**src/hdl/drp_pkg.sv**
```systemverilog
// Shared types, widths, opcodes and constants for the dead-block aware
// replacement unit. No dependencies.
`timescale 1ns / 1ps

package drp_pkg;

    // Field widths of the request, result and configuration ports
    localparam int OP_W       = 2;
    localparam int IDX_W      = 11;
    localparam int WAY_IN_W   = 4;
    localparam int VICT_W     = 4;
    localparam int CFG_IDX_W  = 1;
    localparam int CFG_W      = 32;
    localparam int DECAY_W    = 32;
    localparam int LEAD_W     = 11;

    // Opcodes
    localparam logic [OP_W-1:0] OP_QUERY = 2'd0;
    localparam logic [OP_W-1:0] OP_HIT   = 2'd1;
    localparam logic [OP_W-1:0] OP_FILL  = 2'd2;
    localparam logic [OP_W-1:0] OP_NONE  = 2'd3;

    // Configuration register indexes
    localparam logic [CFG_IDX_W-1:0] CFG_DECAY  = 1'd0;
    localparam logic [CFG_IDX_W-1:0] CFG_LEADER = 1'd1;

    localparam logic [DECAY_W-1:0] DECAY_RESET  = 32'd100000;
    localparam logic [LEAD_W-1:0]  LEAD_RESET   = 11'd64;

    // Per-line state
    localparam int RRPV_W = 2;
    localparam int DEAD_W = 2;
    localparam int ENT_W  = RRPV_W + DEAD_W;

    localparam logic [RRPV_W-1:0] RRPV_MAX    = 2'd3;
    localparam logic [RRPV_W-1:0] RRPV_MRU    = 2'd0;
    localparam logic [RRPV_W-1:0] RRPV_STATIC = 2'd2;
    localparam logic [RRPV_W-1:0] RRPV_DISTANT = 2'd3;
    localparam logic [DEAD_W-1:0] DEAD_MAX    = 2'd3;
    localparam logic [DEAD_W-1:0] DEAD_ZERO   = 2'd0;
    localparam logic [DEAD_W-1:0] DEAD_FILL   = 2'd1;

    typedef struct packed {
        logic [RRPV_W-1:0] rrpv;
        logic [DEAD_W-1:0] dead;
    } entry_t;

    // rrpv 3, dead counter 0
    localparam logic [ENT_W-1:0] ENTRY_RESET = {RRPV_MAX, DEAD_ZERO};

    // Policy selector
    localparam int SEL_W = 10;
    localparam logic [SEL_W-1:0] SEL_RESET = 10'd512;
    localparam logic [SEL_W-1:0] SEL_MAX   = 10'd1023;
    localparam logic [SEL_W-1:0] SEL_MIN   = 10'd0;

    // Bimodal insertion LFSR (Galois, x^16+x^14+x^13+x^11+1)
    localparam int LFSR_W  = 16;
    localparam int BIP_W   = 5;
    localparam logic [LFSR_W-1:0] LFSR_SEED = 16'd1;
    localparam logic [LFSR_W-1:0] LFSR_TAPS = 16'hB400;

    // Command to the row datapath
    typedef struct packed {
        logic [OP_W-1:0]   op;
        logic              sweep;
        logic [RRPV_W-1:0] ins_val;
    } row_cmd_t;

    function automatic logic [LFSR_W-1:0] lfsr_next(input logic [LFSR_W-1:0] s);
        logic [LFSR_W-1:0] r;
        r = s >> 1;
        if (s[0])
        begin
            r = r ^ LFSR_TAPS;
        end
        return r;
    endfunction

    // Number of compare-subtract steps that reduce a value below max_val+1
    // modulo d. Evaluated at elaboration only.
    function automatic int mod_steps(input int max_val, input int d);
        int n;
        n = 0;
        while ((d << n) <= max_val)
        begin
            n = n + 1;
        end
        return n;
    endfunction

endpackage

```
**src/hdl/drp_row_logic.sv**
```systemverilog
// Row datapath: victim search, aging, hit/fill update and decay of one set row.
// Depends on drp_pkg.
`timescale 1ns / 1ps

module drp_row_logic #(
    parameter int WAYS  = 16,
    parameter int WAY_W = 4
) (
    input  drp_pkg::row_cmd_t             cmd,
    input  logic [WAY_W-1:0]              way,
    input  drp_pkg::entry_t [WAYS-1:0]    row_in,
    output drp_pkg::entry_t [WAYS-1:0]    row_out,
    output logic [WAY_W-1:0]              victim
);

    logic                           dead_found;
    logic [WAY_W-1:0]               dead_idx;
    logic                           has3;
    logic                           has2;
    logic                           has1;
    logic [drp_pkg::RRPV_W-1:0]     top;
    logic [drp_pkg::RRPV_W-1:0]     add;
    logic [WAY_W-1:0]               top_idx;
    drp_pkg::entry_t [WAYS-1:0]     aged;

    // Lowest way with a zero dead counter
    always_comb
    begin
        dead_found = 1'b0;
        dead_idx   = '0;
        for (int i = WAYS - 1; i >= 0; i--)
        begin
            if (row_in[i].dead == drp_pkg::DEAD_ZERO)
            begin
                dead_found = 1'b1;
                dead_idx   = WAY_W'(i);
            end
        end
    end

    // Highest rrpv in the set, and lowest way holding it
    always_comb
    begin
        has3 = 1'b0;
        has2 = 1'b0;
        has1 = 1'b0;
        for (int i = 0; i < WAYS; i++)
        begin
            has3 = has3 | (row_in[i].rrpv == 2'd3);
            has2 = has2 | (row_in[i].rrpv == 2'd2);
            has1 = has1 | (row_in[i].rrpv == 2'd1);
        end
        if (has3)
        begin
            top = 2'd3;
        end
        else if (has2)
        begin
            top = 2'd2;
        end
        else if (has1)
        begin
            top = 2'd1;
        end
        else
        begin
            top = 2'd0;
        end
        add = drp_pkg::RRPV_MAX - top;
        top_idx = '0;
        for (int i = WAYS - 1; i >= 0; i--)
        begin
            if (row_in[i].rrpv == top)
            begin
                top_idx = WAY_W'(i);
            end
        end
        for (int i = 0; i < WAYS; i++)
        begin
            aged[i].rrpv = row_in[i].rrpv + add;
            aged[i].dead = row_in[i].dead;
        end
    end

    always_comb
    begin
        row_out = row_in;
        victim  = dead_found ? dead_idx : top_idx;
        if (cmd.sweep)
        begin
            for (int i = 0; i < WAYS; i++)
            begin
                if (row_in[i].dead != drp_pkg::DEAD_ZERO)
                begin
                    row_out[i].dead = row_in[i].dead - 2'd1;
                end
            end
        end
        else
        begin
            case (cmd.op)
                drp_pkg::OP_QUERY:
                begin
                    if (!dead_found)
                    begin
                        row_out = aged;
                    end
                end
                drp_pkg::OP_HIT:
                begin
                    if (row_in[way].dead != drp_pkg::DEAD_MAX)
                    begin
                        row_out[way].dead = row_in[way].dead + 2'd1;
                    end
                    row_out[way].rrpv = drp_pkg::RRPV_MRU;
                end
                drp_pkg::OP_FILL:
                begin
                    row_out[way].dead = drp_pkg::DEAD_FILL;
                    row_out[way].rrpv = cmd.ins_val;
                end
                default:
                begin
                    row_out = row_in;
                end
            endcase
        end
    end

endmodule

```
**config.mk**
```make
export PLATFORM = sky130hd
export DESIGN_NAME = drp_row_logic
export DESIGN_NICKNAME = d
export VERILOG_FILES = /design/src/hdl/drp_pkg.sv /design/src/hdl/drp_row_logic.sv
export SDC_FILE = /design/constraint.sdc
export NUM_CORES = 1
export LEC_CHECK = 0
export BUFFER_PORTS_ARGS = -buffer_cell sky130_fd_sc_hd__buf_2
export CORE_UTILIZATION = 50
export DETAILED_ROUTE_END_ITERATION = 10
export PLACE_DENSITY = 0.85
export SLEW_MARGIN = 20
export SYNTH_ARGS = -nofsm -noshare
export SYNTH_HDL_FRONTEND = slang
export SYNTH_SLANG_ARGS = --single-unit
```
**constraint.sdc**
```tcl
create_clock -name vclk -period 7.3
set_input_delay 0.365 -clock vclk [all_inputs]
set_output_delay 0.365 -clock vclk [all_outputs]
set_load 0.05 [all_outputs]
```
After elaboration in Yosys (flattened, before gate mapping)
Cells that the tools add are included.

Flip-flop bits (word level): 0. Input port bits: 73. Output and inout bits: 68. Word-level logic and storage cells: 297.

$add $sub $neg: 34. Magnitude comparators: 2. Equal/unequal tests: 67. Muxes and demuxes: 115. Bitwise logic cells: 45. Reductions and logical operators: 34.

Operators with widths (count): bitwise mux 64 bit (4); 2-to-1 mux 64 bit (4); one-hot mux 64 bit (3 select lines) (1); 2-to-1 mux 4 bit (34); 2-to-1 mux 2 bit (52); == test 2 bit, second input constant (33); OR 1 bit (45); == test 2 x 1 -> 1 bit, second input constant (17); logical NOT 2 bit (17); adder 2 bit (16); demux 4 bit (select 4 bit) (2); == test 2 bit (16); nonzero test 2 bit (16); subtractor 2 x 1 -> 2 bit, second input constant (16); 2-to-1 mux 1 bit (17); binary-select mux 4 bit (select 4 bit) (1); < comparator 4 x 5 -> 1 bit, second input constant (1); >= comparator 4 x 1 -> 1 bit, second input constant (1); adder 2 x 1 -> 2 bit, second input constant (1); != test 2 bit, second input constant (1); subtractor 2 bit, first input constant (1); logical AND 1 bit (1).

Depth between registers and ports, before layout
Depth after elaboration: 37. Depth in mapped cells: 11. Depth with buffers taken out: 11.

Worst setup path after synthesis
OpenSTA, ideal clock, no wires.

Path kind: input -> output. Start point: input row_in[15] in the netlist's numbering. End point: output victim[0]. Data arrival time: 5.105 ns. Required time: 6.935 ns. Path slack: 1.830 ns. Cell stages on the path: 10. Path buffers: 0. Path through: a22o_1 > a221oi_1 > and4_1 > a21boi_0 > ha_1 > inv_1 > nor2_1 > o311ai_0 > a21oi_1 > o31ai_1.

Word-level cells in the longest chain between the ends: 35. Elaborated cells on any way between the ends: 78. Classes of those cells: eq/ne: 19; mux: 20; bitwise: 39.

RTL lines: from (decl) (RTL line drp_row_logic.sv:11) `input drp_pkg::entry_t [WAYS-1:0] row_in,`; == test 2 x 1 -> 1 bit (RTL line drp_row_logic.sv:51) `has1 = has1 | (row_in[i].rrpv == 2'd1);`; OR 1 bit (13 in a row) (RTL line drp_row_logic.sv:51); 2-to-1 mux 1 bit (RTL line drp_row_logic.sv:61) `else if (has1)`; 2-to-1 mux 2 bit (RTL line drp_row_logic.sv:57) `else if (has2)`; 2-to-1 mux 2 bit (RTL line drp_row_logic.sv:53) `if (has3)`; == test 2 bit (RTL line drp_row_logic.sv:73) `if (row_in[i].rrpv == top)`; 2-to-1 mux 4 bit (15 in a row) (RTL line drp_row_logic.sv:73); 2-to-1 mux 4 bit (*) (RTL line drp_row_logic.sv:73); 2-to-1 mux 4 bit (*) (RTL line drp_row_logic.sv:88) `victim = dead_found ? dead_idx : top_idx;`; to (decl) (RTL line drp_row_logic.sv:13) `output logic [WAY_W-1:0] victim`.

Every way passes the cells marked *; elsewhere a longest branch is shown, timed or not.

==> run metrics <==
Die Wd 90.1 um; post-synthesis instance total 613; cell repeated most along the worst path sky130_fd_sc_hd__buf_2; f_max 243 MHz; drc violations 0; sum of routed wire length over all layers 16.4 mm; slowest stage cell on the critical path sky130_fd_sc_hd__mux4_1; All-Layer GR Usage 38.8%; Post-Place Worst Slack 3.25 ns; worst path setup slack after routing around 3.2 ns; number of maximum-capacitance constraint violations 0; Critical Path RT 6.93 ns; Seq cells 0; Final ANT Viol Nets 0; Synth warnings 0; type of the tightest min-delay check input port to output pin; max-slew violation count 0; cell accounting for the most synthesized area sky130_fd_sc_hd__a21oi_1; worst rel slew slack about a quarter; total power draw 0.427 mW; Crit path arrival time 3.75 ns; net count after synthesis 715; fraction of power consumed by the clock network 0%; Final Instance Count excl. Fillers 812; final hold viol count 0; net switching fraction of the power a little under three quarters; Placement Rows 31; Resized cells post-CTS 0; design area 4570 um2; peak fanout along the critical path 16; vias in the first global route 5121; post-cts hold buffer count 0; largest net degree at the start of global routing 68; Setup Fix Bufs, Post-CTS 0; sequential cell area in the final layout 0 um2; result of the run complete, no violations; Synth cell types 51; combinational cell fraction of total power 100.0%; final setup violation count 0; IO Count 141; average via count per standard cell between 7 and 8; largest stage delay on the critical path 0.66 ns; slew of the pin with the lowest slew margin 1.13 ns; share of final-layout standard cells stronger than drive strength 1 between 20% and 30%; tightest hold margin ~1.2 ns; # port buffers 141; Core Area 7370 um2; area of the die between 8000 and 9000 um2; net switching power of the design 0.307 mW; core occupancy in the finished layout 62.0%; sort of element at the end of the critical path output pin; routed length per instance 20.2 um; area growth from synthesis to layout 17.8%; RSZ-0062 raised after global routing false; power density cells 93.3 nW/um2; detailed-routing iteration count for the pre-antenna-repair pass 6; DPL Wire Length 12.0 mm; filler instances around 750; share of the cycle needed by the critical path after routing 56.3%; Cell Int Power 0.120 mW; beginning of the worst hold path row_in[60]; cell count after placement 812; number of antenna violations at the first check in global routing 0; number of nets at the end of the flow around 820; Via Count between 5k and 6k; RD Place Congestion 0.987; top cell type's share of synthesized area 12.1%; wire length of the first global-routing pass approximately 26 mm; setup total negative slack 0 ns; Starting Density 52.6%; cell chain of the critical path buf_2 > mux4_1 > mux4_2 > ha_1 > inv_1 > a21o_1 > nand2_1 > a221oi_1 > a21oi_1 > buf_2; worst vdd rail ir drop 0.0610 mV; Clock buffer cells 0; share of synthesized area occupied by flip-flops and latches 0%; crit path launch type input port; Setup Crit Path Kind input port to output pin; reported leakage power 1.93 nW; netlist area before placement 3880 um2; leading cell types by total area after synthesis sky130_fd_sc_hd__a21oi_1, sky130_fd_sc_hd__o21ai_0, sky130_fd_sc_hd__ha_1; area after detailed placement 4570 um2; vertical extent of the die 90.1 um; Antenna diodes 0; share of total power in sequential cells 0%; iteration-0 DRC count of the detailed router 839; hold path cells 4; min cycle time layout 4.11 ns; GR Overflow Total 0; synthesized area per cell about 6.3 um2; capture endpoint of the worst hold path row_out[61]
cell usage after synthesis, types with 5 or more instances:
cell type / n
sky130_fd_sc_hd__o21ai_0: 82
sky130_fd_sc_hd__clkbuf_1: 35
sky130_fd_sc_hd__inv_1: 23
sky130_fd_sc_hd__o2111ai_1: 5
sky130_fd_sc_hd__nor3_1: 8
sky130_fd_sc_hd__a22oi_1: 16
sky130_fd_sc_hd__mux4_2: 8
sky130_fd_sc_hd__a22o_1: 25
sky130_fd_sc_hd__o21bai_1: 14
sky130_fd_sc_hd__a221oi_1: 37
sky130_fd_sc_hd__nor2_1: 37
sky130_fd_sc_hd__nand2_1: 69
sky130_fd_sc_hd__nand2b_1: 30
sky130_fd_sc_hd__and2_1: 5
sky130_fd_sc_hd__o221ai_1: 5
sky130_fd_sc_hd__o31ai_1: 16
sky130_fd_sc_hd__o21a_1: 5
sky130_fd_sc_hd__a21oi_1: 94
sky130_fd_sc_hd__o22ai_1: 12
sky130_fd_sc_hd__buf_2: 7
sky130_fd_sc_hd__ha_1: 29
layout make-up:
class | instances | area [um2] | area share (%)
inverters | 23 | 86.3 | 1.89
multi-input cells | 543 | 3610 | 79.0
well taps | 99 | 124 | 2.71
repair buffers | 147 | 751 | 16.4
metal layers:
| layer | global-route usage, % | wire length [um] | up-vias |
|---|---|---|---|
| met2 | 61.7 | 7170 | 483 |
| met5 | 0 | 0 | - |
| met3 | 5.08 | 2040 | 74 |
| met4 | 14.7 | 715 | 0 |
| li1 | - | - | 2613 |
| met1 | 53.2 | 6500 | 2671 |
worst max-delay path, delay by kind of cell:
family          cells  cell delay (ns)
fa+ha+maj           1             0.30
mux                 2             1.21
buf+inv             3             0.74
compound gates      3             1.01
simple gates        1             0.12
layout by cell type, fill, tap and decap left out, types with 3 or more instances in the layout:
cell type	count
sky130_fd_sc_hd__buf_2	141
sky130_fd_sc_hd__a21oi_1	94
sky130_fd_sc_hd__o21ai_0	82
sky130_fd_sc_hd__nand2_1	69
sky130_fd_sc_hd__a221oi_1	37
sky130_fd_sc_hd__nor2_1	37
sky130_fd_sc_hd__nand2b_1	30
sky130_fd_sc_hd__ha_1	29
sky130_fd_sc_hd__a22o_1	25
sky130_fd_sc_hd__inv_1	23
sky130_fd_sc_hd__a22oi_1	16
sky130_fd_sc_hd__o31ai_1	16
sky130_fd_sc_hd__o21bai_1	14
sky130_fd_sc_hd__o22ai_1	12
sky130_fd_sc_hd__mux4_2	8
sky130_fd_sc_hd__nor3_1	8
sky130_fd_sc_hd__buf_4	6
sky130_fd_sc_hd__and2_1	5
sky130_fd_sc_hd__o221ai_1	5
sky130_fd_sc_hd__o2111ai_1	5
sky130_fd_sc_hd__o21a_1	5
sky130_fd_sc_hd__nand4_1	4
sky130_fd_sc_hd__nand3b_1	3
sky130_fd_sc_hd__nor4_1	3
sky130_fd_sc_hd__a41o_1	3
sky130_fd_sc_hd__a221o_1	3
worst max-delay path by stage:
stage                          start     endpoint  cells after the start
final                         way[1]  row_out[41]                     10
after global routing          way[1]  row_out[41]                     10
after CTS                     way[1]  row_out[41]                     10
after detailed placement      way[1]  row_out[41]                     10
after global placement        way[1]  row_out[24]                      8
after floorplan           row_in[15]    victim[0]                     10
power groups by stage:
stage	clock, mW	combinational (mW)	sequential (mW)
finish	0	0.427	0
floorplan	0	0.293	0
CTS	0	0.418	0
detailed placement	0	0.417	0
global route	0	0.453	0
global placement	0	0.410	0
kinds of logic (layout without fill, tap and decap cells):
logic type | Yosys count | in the layout | share of synthesized area (%)
compound gates | 332 | 332 | 55.6
xor+xnor | 1 | 1 | 0.226
fa+ha+maj | 29 | 29 | 9.35
buf+inv | 70 | 170 | 7.29
mux | 11 | 11 | 6.26
simple gates | 170 | 170 | 21.3
Power figures use the tool's default switching activity.
