==> config.mk <==
export PLATFORM = sky130hd
export DESIGN_NAME = drp_duel
export DESIGN_NICKNAME = d
export VERILOG_FILES = /design/src/hdl/drp_pkg.sv /design/src/hdl/drp_duel.sv
export SDC_FILE = /design/constraint.sdc
export NUM_CORES = 1
export LEC_CHECK = 0
export BUFFER_PORTS_ARGS = -buffer_cell sky130_fd_sc_hd__buf_2
export CORE_MARGIN = 4
export CORE_UTILIZATION = 50
export DETAILED_ROUTE_END_ITERATION = 7
export GPL_TIMING_DRIVEN = 0
export PLACE_DENSITY = 0.72
export SKIP_LAST_GASP = 1
export SYNTH_ARGS = -nofsm -noshare
export SYNTH_HDL_FRONTEND = slang
export SYNTH_SLANG_ARGS = --single-unit
==> constraint.sdc <==
create_clock -name clk -period 2.9 [get_ports clk]
set_input_delay 0.58 -clock clk [delete_from_list [all_inputs] [get_ports clk]]
set_output_delay 0.58 -clock clk [all_outputs]
set_load 0.03 [all_outputs]
==> src/hdl/drp_pkg.sv <==
// Shared types, widths, opcodes and constants for the dead-block aware
// replacement unit. No dependencies.
`timescale 1ns / 1ps

package drp_pkg;

    // Field widths of the request, result and configuration ports
    localparam int OP_W       = 2;
    localparam int IDX_W      = 11;
    localparam int WAY_IN_W   = 4;
    localparam int VICT_W     = 4;
    localparam int CFG_IDX_W  = 1;
    localparam int CFG_W      = 32;
    localparam int DECAY_W    = 32;
    localparam int LEAD_W     = 11;

    // Opcodes
    localparam logic [OP_W-1:0] OP_QUERY = 2'd0;
    localparam logic [OP_W-1:0] OP_HIT   = 2'd1;
    localparam logic [OP_W-1:0] OP_FILL  = 2'd2;
    localparam logic [OP_W-1:0] OP_NONE  = 2'd3;

    // Configuration register indexes
    localparam logic [CFG_IDX_W-1:0] CFG_DECAY  = 1'd0;
    localparam logic [CFG_IDX_W-1:0] CFG_LEADER = 1'd1;

    localparam logic [DECAY_W-1:0] DECAY_RESET  = 32'd100000;
    localparam logic [LEAD_W-1:0]  LEAD_RESET   = 11'd64;

    // Per-line state
    localparam int RRPV_W = 2;
    localparam int DEAD_W = 2;
    localparam int ENT_W  = RRPV_W + DEAD_W;

    localparam logic [RRPV_W-1:0] RRPV_MAX    = 2'd3;
    localparam logic [RRPV_W-1:0] RRPV_MRU    = 2'd0;
    localparam logic [RRPV_W-1:0] RRPV_STATIC = 2'd2;
    localparam logic [RRPV_W-1:0] RRPV_DISTANT = 2'd3;
    localparam logic [DEAD_W-1:0] DEAD_MAX    = 2'd3;
    localparam logic [DEAD_W-1:0] DEAD_ZERO   = 2'd0;
    localparam logic [DEAD_W-1:0] DEAD_FILL   = 2'd1;

    typedef struct packed {
        logic [RRPV_W-1:0] rrpv;
        logic [DEAD_W-1:0] dead;
    } entry_t;

    // rrpv 3, dead counter 0
    localparam logic [ENT_W-1:0] ENTRY_RESET = {RRPV_MAX, DEAD_ZERO};

    // Policy selector
    localparam int SEL_W = 10;
    localparam logic [SEL_W-1:0] SEL_RESET = 10'd512;
    localparam logic [SEL_W-1:0] SEL_MAX   = 10'd1023;
    localparam logic [SEL_W-1:0] SEL_MIN   = 10'd0;

    // Bimodal insertion LFSR (Galois, x^16+x^14+x^13+x^11+1)
    localparam int LFSR_W  = 16;
    localparam int BIP_W   = 5;
    localparam logic [LFSR_W-1:0] LFSR_SEED = 16'd1;
    localparam logic [LFSR_W-1:0] LFSR_TAPS = 16'hB400;

    // Command to the row datapath
    typedef struct packed {
        logic [OP_W-1:0]   op;
        logic              sweep;
        logic [RRPV_W-1:0] ins_val;
    } row_cmd_t;

    function automatic logic [LFSR_W-1:0] lfsr_next(input logic [LFSR_W-1:0] s);
        logic [LFSR_W-1:0] r;
        r = s >> 1;
        if (s[0])
        begin
            r = r ^ LFSR_TAPS;
        end
        return r;
    endfunction

    // Number of compare-subtract steps that reduce a value below max_val+1
    // modulo d. Evaluated at elaboration only.
    function automatic int mod_steps(input int max_val, input int d);
        int n;
        n = 0;
        while ((d << n) <= max_val)
        begin
            n = n + 1;
        end
        return n;
    endfunction

endpackage

==> src/hdl/drp_duel.sv <==
// Set dueling: leader classification, policy selector training and bimodal
// insertion draw. Depends on drp_pkg.
`timescale 1ns / 1ps

module drp_duel #(
    parameter int SET_W = 11
) (
    input  logic                        clk,
    input  logic                        rst_n,
    input  logic                        strobe,
    input  logic [drp_pkg::OP_W-1:0]    op,
    input  logic [SET_W-1:0]            set_idx,
    input  logic [drp_pkg::LEAD_W-1:0]  leader_sets,
    output logic [drp_pkg::RRPV_W-1:0]  ins_val
);

    localparam int CMP_W = (SET_W > drp_pkg::LEAD_W + 1) ? SET_W : drp_pkg::LEAD_W + 1;

    logic [drp_pkg::SEL_W-1:0]  sel_reg;
    logic [drp_pkg::SEL_W-1:0]  sel_next;
    logic [drp_pkg::LFSR_W-1:0] lfsr_reg;
    logic [drp_pkg::LFSR_W-1:0] lfsr_next;
    logic [drp_pkg::LFSR_W-1:0] lfsr_step;
    logic [CMP_W-1:0]           set_ext;
    logic                       static_leader;
    logic                       bimodal_leader;
    logic                       use_static;

    assign set_ext        = CMP_W'(set_idx);
    assign static_leader  = set_ext < CMP_W'(leader_sets);
    assign bimodal_leader = !static_leader && (set_ext < (CMP_W'(leader_sets) << 1));
    assign use_static     = static_leader ||
                            (!bimodal_leader && (sel_reg >= drp_pkg::SEL_RESET));
    assign lfsr_step      = drp_pkg::lfsr_next(lfsr_reg);

    always_comb
    begin
        if (use_static || (lfsr_step[drp_pkg::BIP_W-1:0] == '0))
        begin
            ins_val = drp_pkg::RRPV_STATIC;
        end
        else
        begin
            ins_val = drp_pkg::RRPV_DISTANT;
        end
    end

    always_comb
    begin
        sel_next  = sel_reg;
        lfsr_next = lfsr_reg;
        if (strobe && (op == drp_pkg::OP_HIT))
        begin
            if (static_leader && (sel_reg != drp_pkg::SEL_MAX))
            begin
                sel_next = sel_reg + 1'b1;
            end
            else if (bimodal_leader && (sel_reg != drp_pkg::SEL_MIN))
            begin
                sel_next = sel_reg - 1'b1;
            end
        end
        // Advance the draw only on a bimodal fill
        if (strobe && (op == drp_pkg::OP_FILL) && !use_static)
        begin
            lfsr_next = lfsr_step;
        end
    end

    always_ff @(posedge clk or negedge rst_n)
    begin
        if (!rst_n)
        begin
            sel_reg  <= drp_pkg::SEL_RESET;
            lfsr_reg <= drp_pkg::LFSR_SEED;
        end
        else
        begin
            sel_reg  <= sel_next;
            lfsr_reg <= lfsr_next;
        end
    end

endmodule

; Word level (Yosys, flattened, before mapping)
; Cells that the tools add are included.
[classes]
n_addsub = 2
order_cmp = 3
eq_ne = 3
muxes = 4
bitwise_logic = 1
reduce_logical = 16
[op_table]
columns = cell, n
row1 = 10-bit two-way mux, 2
row2 = 16-bit two-way mux, 1
row3 = 11-bit by 12-bit < comparator with 1-bit output, 1
row4 = 11-bit < comparator, 1
row5 = "10-bit by 1-bit adder with 10-bit output, second input constant", 1
row6 = "10-bit >= comparator, second input constant", 1
row7 = "10-bit != test, second input constant", 1
row8 = 10-bit nonzero test, 1
row9 = "10-bit by 1-bit subtractor with 10-bit output, second input constant", 1
row10 = 1-bit logical AND, 7
row11 = 5-bit zero test, 1
row12 = 3-bit NOT with 4-bit output, 1
row13 = 1-bit zero test, 3
row14 = "2-bit by 1-bit equality test with 1-bit output, second input constant", 1
row15 = "2-bit equality test, second input constant", 1
row16 = 1-bit logical OR, 2
row17 = 2-bit AND reduction, 1
row18 = 2-bit nonzero test, 1
row19 = 1-bit two-way mux, 1
[totals]
regBits = 26
input_bits = 27
output_inout_bits = 2
word_cells = 31

; Depth between registers and ports, before layout
[depth]
ltp_word = 8
depth_mapped = 16
ltp_nobuf = 16

; Worst setup path after synthesis
; Ideal clock, no wire load.
[synth_timing]
path_type = in2reg
startpoint = input port leader_sets[8] (netlist name)
endpoint = register sel_reg[9] (netlist name)
setup_ns = 0.085
arrival_ns = 3.108
t_required_ns = 2.815
setup_slack_ns = -0.294
path_stages = 16
path_buffers = 0
cell_sequence = inv_1 -> ha_1 -> a21oi_2 -> nor2_1 -> a211oi_2 -> o21ai_4 -> nor2_2 -> inv_1 -> ha_1 -> a211oi_1 -> nor2_1 -> o21ai_1 -> o21a_1 -> o21ba_1 -> a2bb2oi_1 -> nand3_1
[synth_between]
elab_chain_cells = 6
elab_cells_between_ends = 9
cone_classes = order compare (2) / mux (1) / reduce/logical (6)
[synth_rtl]
columns = element, line
row1 = "start, declared", drp_duel.sv:13  ; input logic [drp_pkg::LEAD_W-1:0] leader_sets,
row2 = 11-bit < comparator, drp_duel.sv:30  ; assign static_leader = set_ext < CMP_W'(leader_sets);
row3 = 1-bit zero test, drp_duel.sv:31  ; assign bimodal_leader = !static_leader && (set_ext < (CMP_W'(leader_sets) << 1));
row4 = 1-bit logical AND, drp_duel.sv:31
row5 = 1-bit logical AND, drp_duel.sv:58  ; else if (bimodal_leader && (sel_reg != drp_pkg::SEL_MIN))
row6 = 2-bit nonzero test (no source line), -
row7 = 2-bit AND reduction (no source line), -
row8 = "end signal, assigned", drp_duel.sv:74  ; sel_reg <= drp_pkg::SEL_RESET;
row9 = "end signal, assigned", drp_duel.sv:79  ; sel_reg <= sel_next;
row10 = "end, declared", drp_duel.sv:19  ; logic [drp_pkg::SEL_W-1:0] sel_reg;
; Several ways; a longest one is shown, not always the timed one.
; A chain may end at the register's enable or synchronous reset.

; Worst setup path after layout
[layout_timing]
startpoint = input port leader_sets[2] (netlist name)
endpoint = output port ins_val[0] (netlist name)
[layout_between]
elab_chain_cells = 8
elab_cells_between_ends = 9
cone_classes = order compare (2) / mux (1) / reduce/logical (6)
[layout_rtl]
columns = element, line
row1 = 11-bit < comparator, drp_duel.sv:30
row2 = 1-bit zero test, drp_duel.sv:31
row3 = 1-bit logical AND, drp_duel.sv:31
row4 = 1-bit zero test, drp_duel.sv:33  ; (!bimodal_leader && (sel_reg >= drp_pkg::SEL_RESET));
row5 = 1-bit logical AND, drp_duel.sv:33
row6 = 1-bit logical OR *, drp_duel.sv:32  ; assign use_static = static_leader ||
row7 = 1-bit logical OR *, drp_duel.sv:38  ; if (use_static || (lfsr_step[drp_pkg::BIP_W-1:0] == '0))
row8 = 1-bit two-way mux *, drp_duel.sv:38
row9 = "end, declared", drp_duel.sv:14  ; output logic [drp_pkg::RRPV_W-1:0] ins_val
; Mark *: on every way between the ends. The rest lies on a longest branch, timed or not.

==> impl_summary.txt <==
----------------------------------------------------
[Outcome]
  Run status ... finished clean

[Clock tree]
  Clock Tree Buf Depth ... 2
  Total clock buffers created by CTS ... 3
  Clock tree from TritonCTS ... built
  Root buffer cell ... clkbuf_8
  CTS Sinks ... 26
  Maximum level of the CTS H-tree ... 1
  Later-pin clock latency in the skew report ... 0.27 ns
  Clock transition at the registers of the reported paths ... 0.09 ns

[Setup path]
  Required time reported for the critical path endpoint ... 2.32 ns
  Delay of the slowest cell on the worst path ... 0.28 ns
  Worst setup path startpoint ... leader_sets[2]
  Biggest fanout along the worst timing path ... 2
  Internal reg-to-reg setup slack ... 0.25 ns
  Cells on worst reg2reg path ... 13
  Reg-to-Reg End ... sel_reg[8]
  Slowest stage cell on the critical path ... ha_1
  Worst Path Buf+Inv ... 4
  CP top delay family ... compound AO/OA/AOI/OAI gates
  Crit path launch type ... input port
  Startpoint of the worst-slack reg-to-reg timing path ... sel_reg[9]
  Arrival time at the worst endpoint ... 2.27 ns
  Critical Setup Path Class ... input port to output port
  Element type at the critical path end ... output port
  Cell chain of the critical path ... buf_6 > inv_4 > buf_4 > ha_1 > a21o_1 > a31oi_1 > o21ai_1 > a21oi_2 > or2_4 > nand2_1 > a21oi_1 > buf_2
  Logic depth of the worst path, buffers included ... 12

[Synth]
  Post-synth EDFFs ... 0
  Leading area contributor after synthesis ... dfrtp_1
  List of most frequent post-synthesis cells ... 27 x ha_1, 24 x dfrtp_1, 17 x mux2_4
  Number of nets produced by synthesis ... 249
  Count of state elements after synthesis ... 26
  Synth top area share ... 29.3%
  Top-count cell post-synth ... ha_1
  Synthesized area per cell ... 10.6 um2
  Primary FF master, synth ... dfrtp_1
  Cells after synthesis ... 194
  Post-synthesis sequential area ratio ... 31.9%
  Synth Cell Area ... 2050 um2
  Warnings from Yosys ... 0
  Largest cells by area after synthesis ... dfrtp_1 29%, ha_1 16%, mux2_4 12%
  Synth async-reset ratio ... 100%
  Unique cell type count in the Yosys netlist ... 44

[Die]
  Cell Rows ... 23
  Floorplan die width ... 72.0 um
  Starting density of the core ... 51.6%
  Core ar. ... 3970 um2
  Total Die Area ... 5190 um2
  Ports ... 29
  Die extent in y ... 72.0 um

[Power and ir drop]
  Worst vdd ir ... 311 uV
  Design internal power ... 1090 uW
  Cell area power density ... 654 nW/um2
  Sequential fraction of design power ... 31.1%
  Lkg Pwr ... 0.00130 uW
  Total net switching power ... 598 uW
  Switching fraction of total power ... 35.4%
  Part of the power in the clock network ... 17.9%
  Combinational fraction of design power ... 51.0%

[Place]
  Dpl cell area ... 2300 um2
  Gpl congestion ... 0.745
  Count of input and output buffers ... 27
  Sum of net half-perimeters after detailed placement ... 2.92 mm

[Timing]
  Fin crit period ... 2.85 ns
  Max-slew headroom at the worst pin ... 61.9%
  Number of hold violations in the final report ... 0
  Upper clock frequency limit ... 351 MHz
  Slew at the pin with the worst max-slew slack ... 0.571 ns
  Number of slew-limit violations in the final report ... 0
  # setup viols final ... 0
  Ratio of final minimum period to clock period ... 98.2%
  Unrepaired setup endpoints after global routing ... yes
  Worst clock skew ... 0.00687 ns

[Final layout]
  Number of inserted filler cells in the final layout ... 324
  Post-layout instance area ... 2580 um2
  Net count, final ... 289
  Fraction of the core area covered by cells at the end of the flow ... 65.0%
  Number of flip-flops under the largest register name ... 16
  Antenna fix cells ... 0
  Post-synthesis to final-layout area growth ... 25.9%
  Fraction of final layout cells with drive strength greater than 1 ... 43.3%

[Routing]
  Average detailed-routed wire length per instance ... 13.6 um
  Drt pass-1 iters ... 4
  Sum of routed wire length over all layers ... 3.85 mm
  Drc violations ... 0
  1st-iter DRT viols ... 39
  Via density ... 5.33
  Via total after detailed routing ... 1509
  Final antenna-violating net count ... 0

[GRT]
  Global-route wire length before repair ... 6.21 mm
  Maximum number of pins on one net before global-route repair ... 27
  Remaining global-route overflow ... 0
  Overall fraction of global-route tracks in use ... 15.1%
  Via count of the first global-routing pass ... 1409
  Number of antenna violations at the first check in global routing ... 0

[Min path]
  Hold crit path type ... input port to asynchronous set/reset pin

[Run]
  Number of max-cap violations ... 0

----------------------------------------------------
metrics by stage:
| step | std cells | total power (uW) | TNS, ns | setup WS, ns | hold WS (ns) |
|---|---|---|---|---|---|
| after global routing | 283 | 1810 | -0.249 | -0.0593 | 0.330 |
| after detailed placement | 271 | 1290 | -2.11 | -0.419 | 0.497 |
| after CTS | 280 | 1630 | 0 | 0.00274 | 0.304 |
| after floorplan | 194 | 1140 | 0 | 0.00193 | 0.284 |
| final | 283 | 1690 | 0 | 0.0517 | 0.291 |
| after global placement | 271 | 1260 | -1.75 | -0.391 | 0.478 |
how the worst max path moves through the flow:
stage,endpoint,slack (ns)
after detailed placement,sel_reg[9],-0.42
after CTS,sel_reg[9],0.003
after global placement,sel_reg[9],-0.39
after global routing,sel_reg[5],-0.06
final,ins_val[0],0.05
after floorplan,sel_reg[9],0.002
area by class of cell:
cell class	count	area, um2	area share [%]
multi-input combinational	150	1470	57.1
sequential	26	653	25.3
timing repair buffer	35	220	8.54
inverter	14	65.1	2.52
tap	50	62.6	2.42
clock buffer	3	41.3	1.60
buffer	4	35.0	1.36
clock inverter	1	30.0	1.16
per-layer routing:
layer | wire, um | share of wire [%] | global-route usage, %
met3 | 58 | 1.5 | 1.66
met5 | 0 | 0 | 0
met4 | 53 | 1.4 | 5.64
met1 | 1770 | 46 | 19.3
met2 | 1970 | 51 | 26.1
logic make-up after synthesis:
kind of cell               share of synthesized area (%)
adders and majority gates                           17.5
and+or+nand+nor                                     13.7
buffers and inverters                               4.27
AOI/OAI and AO/OA                                   12.0
DFF                                                 31.9
muxes                                               16.2
xor gates and xnor gates                            4.27
other                                              0.183
power by group through the flow:
stage	clock, uW	combinational, uW	sequential (uW)
2_1_floorplan	0	632	510
3_3_place_gp	0	734	531
3_5_place_dp	0	753	533
4_1_cts	306	795	526
5_1_grt	317	952	536
6_report	302	861	525
what timing repair did:
| action | 4_1_cts | 5_1_grt |
|---|---|---|
| buffers inserted | 5 | 3 |
| hold buffers | 0 | 0 |
| hold endpoints to repair | 0 | 0 |
| setup endpoints to repair | 4 | 5 |
| resized for setup | 5 | 30 |
| pin swaps | 8 | 9 |
layout by cell type (no fill, tap or decap), drive strengths merged, types with 2 or more instances in the layout:
cell / count
buf: 39
ha: 27
dfrtp: 24
mux2: 23
a21oi: 15
nand2: 13
nor2: 13
inv: 13
o21ai: 8
xnor2: 5
xor2: 5
nand4: 4
nand3: 4
a21o: 3
clkbuf: 3
nor2b: 3
a211oi: 3
nor3: 3
o21a: 3
nor4: 3
nand2b: 2
nand3b: 2
dfstp: 2
or2: 2
(Power assumes the default switching activity.)
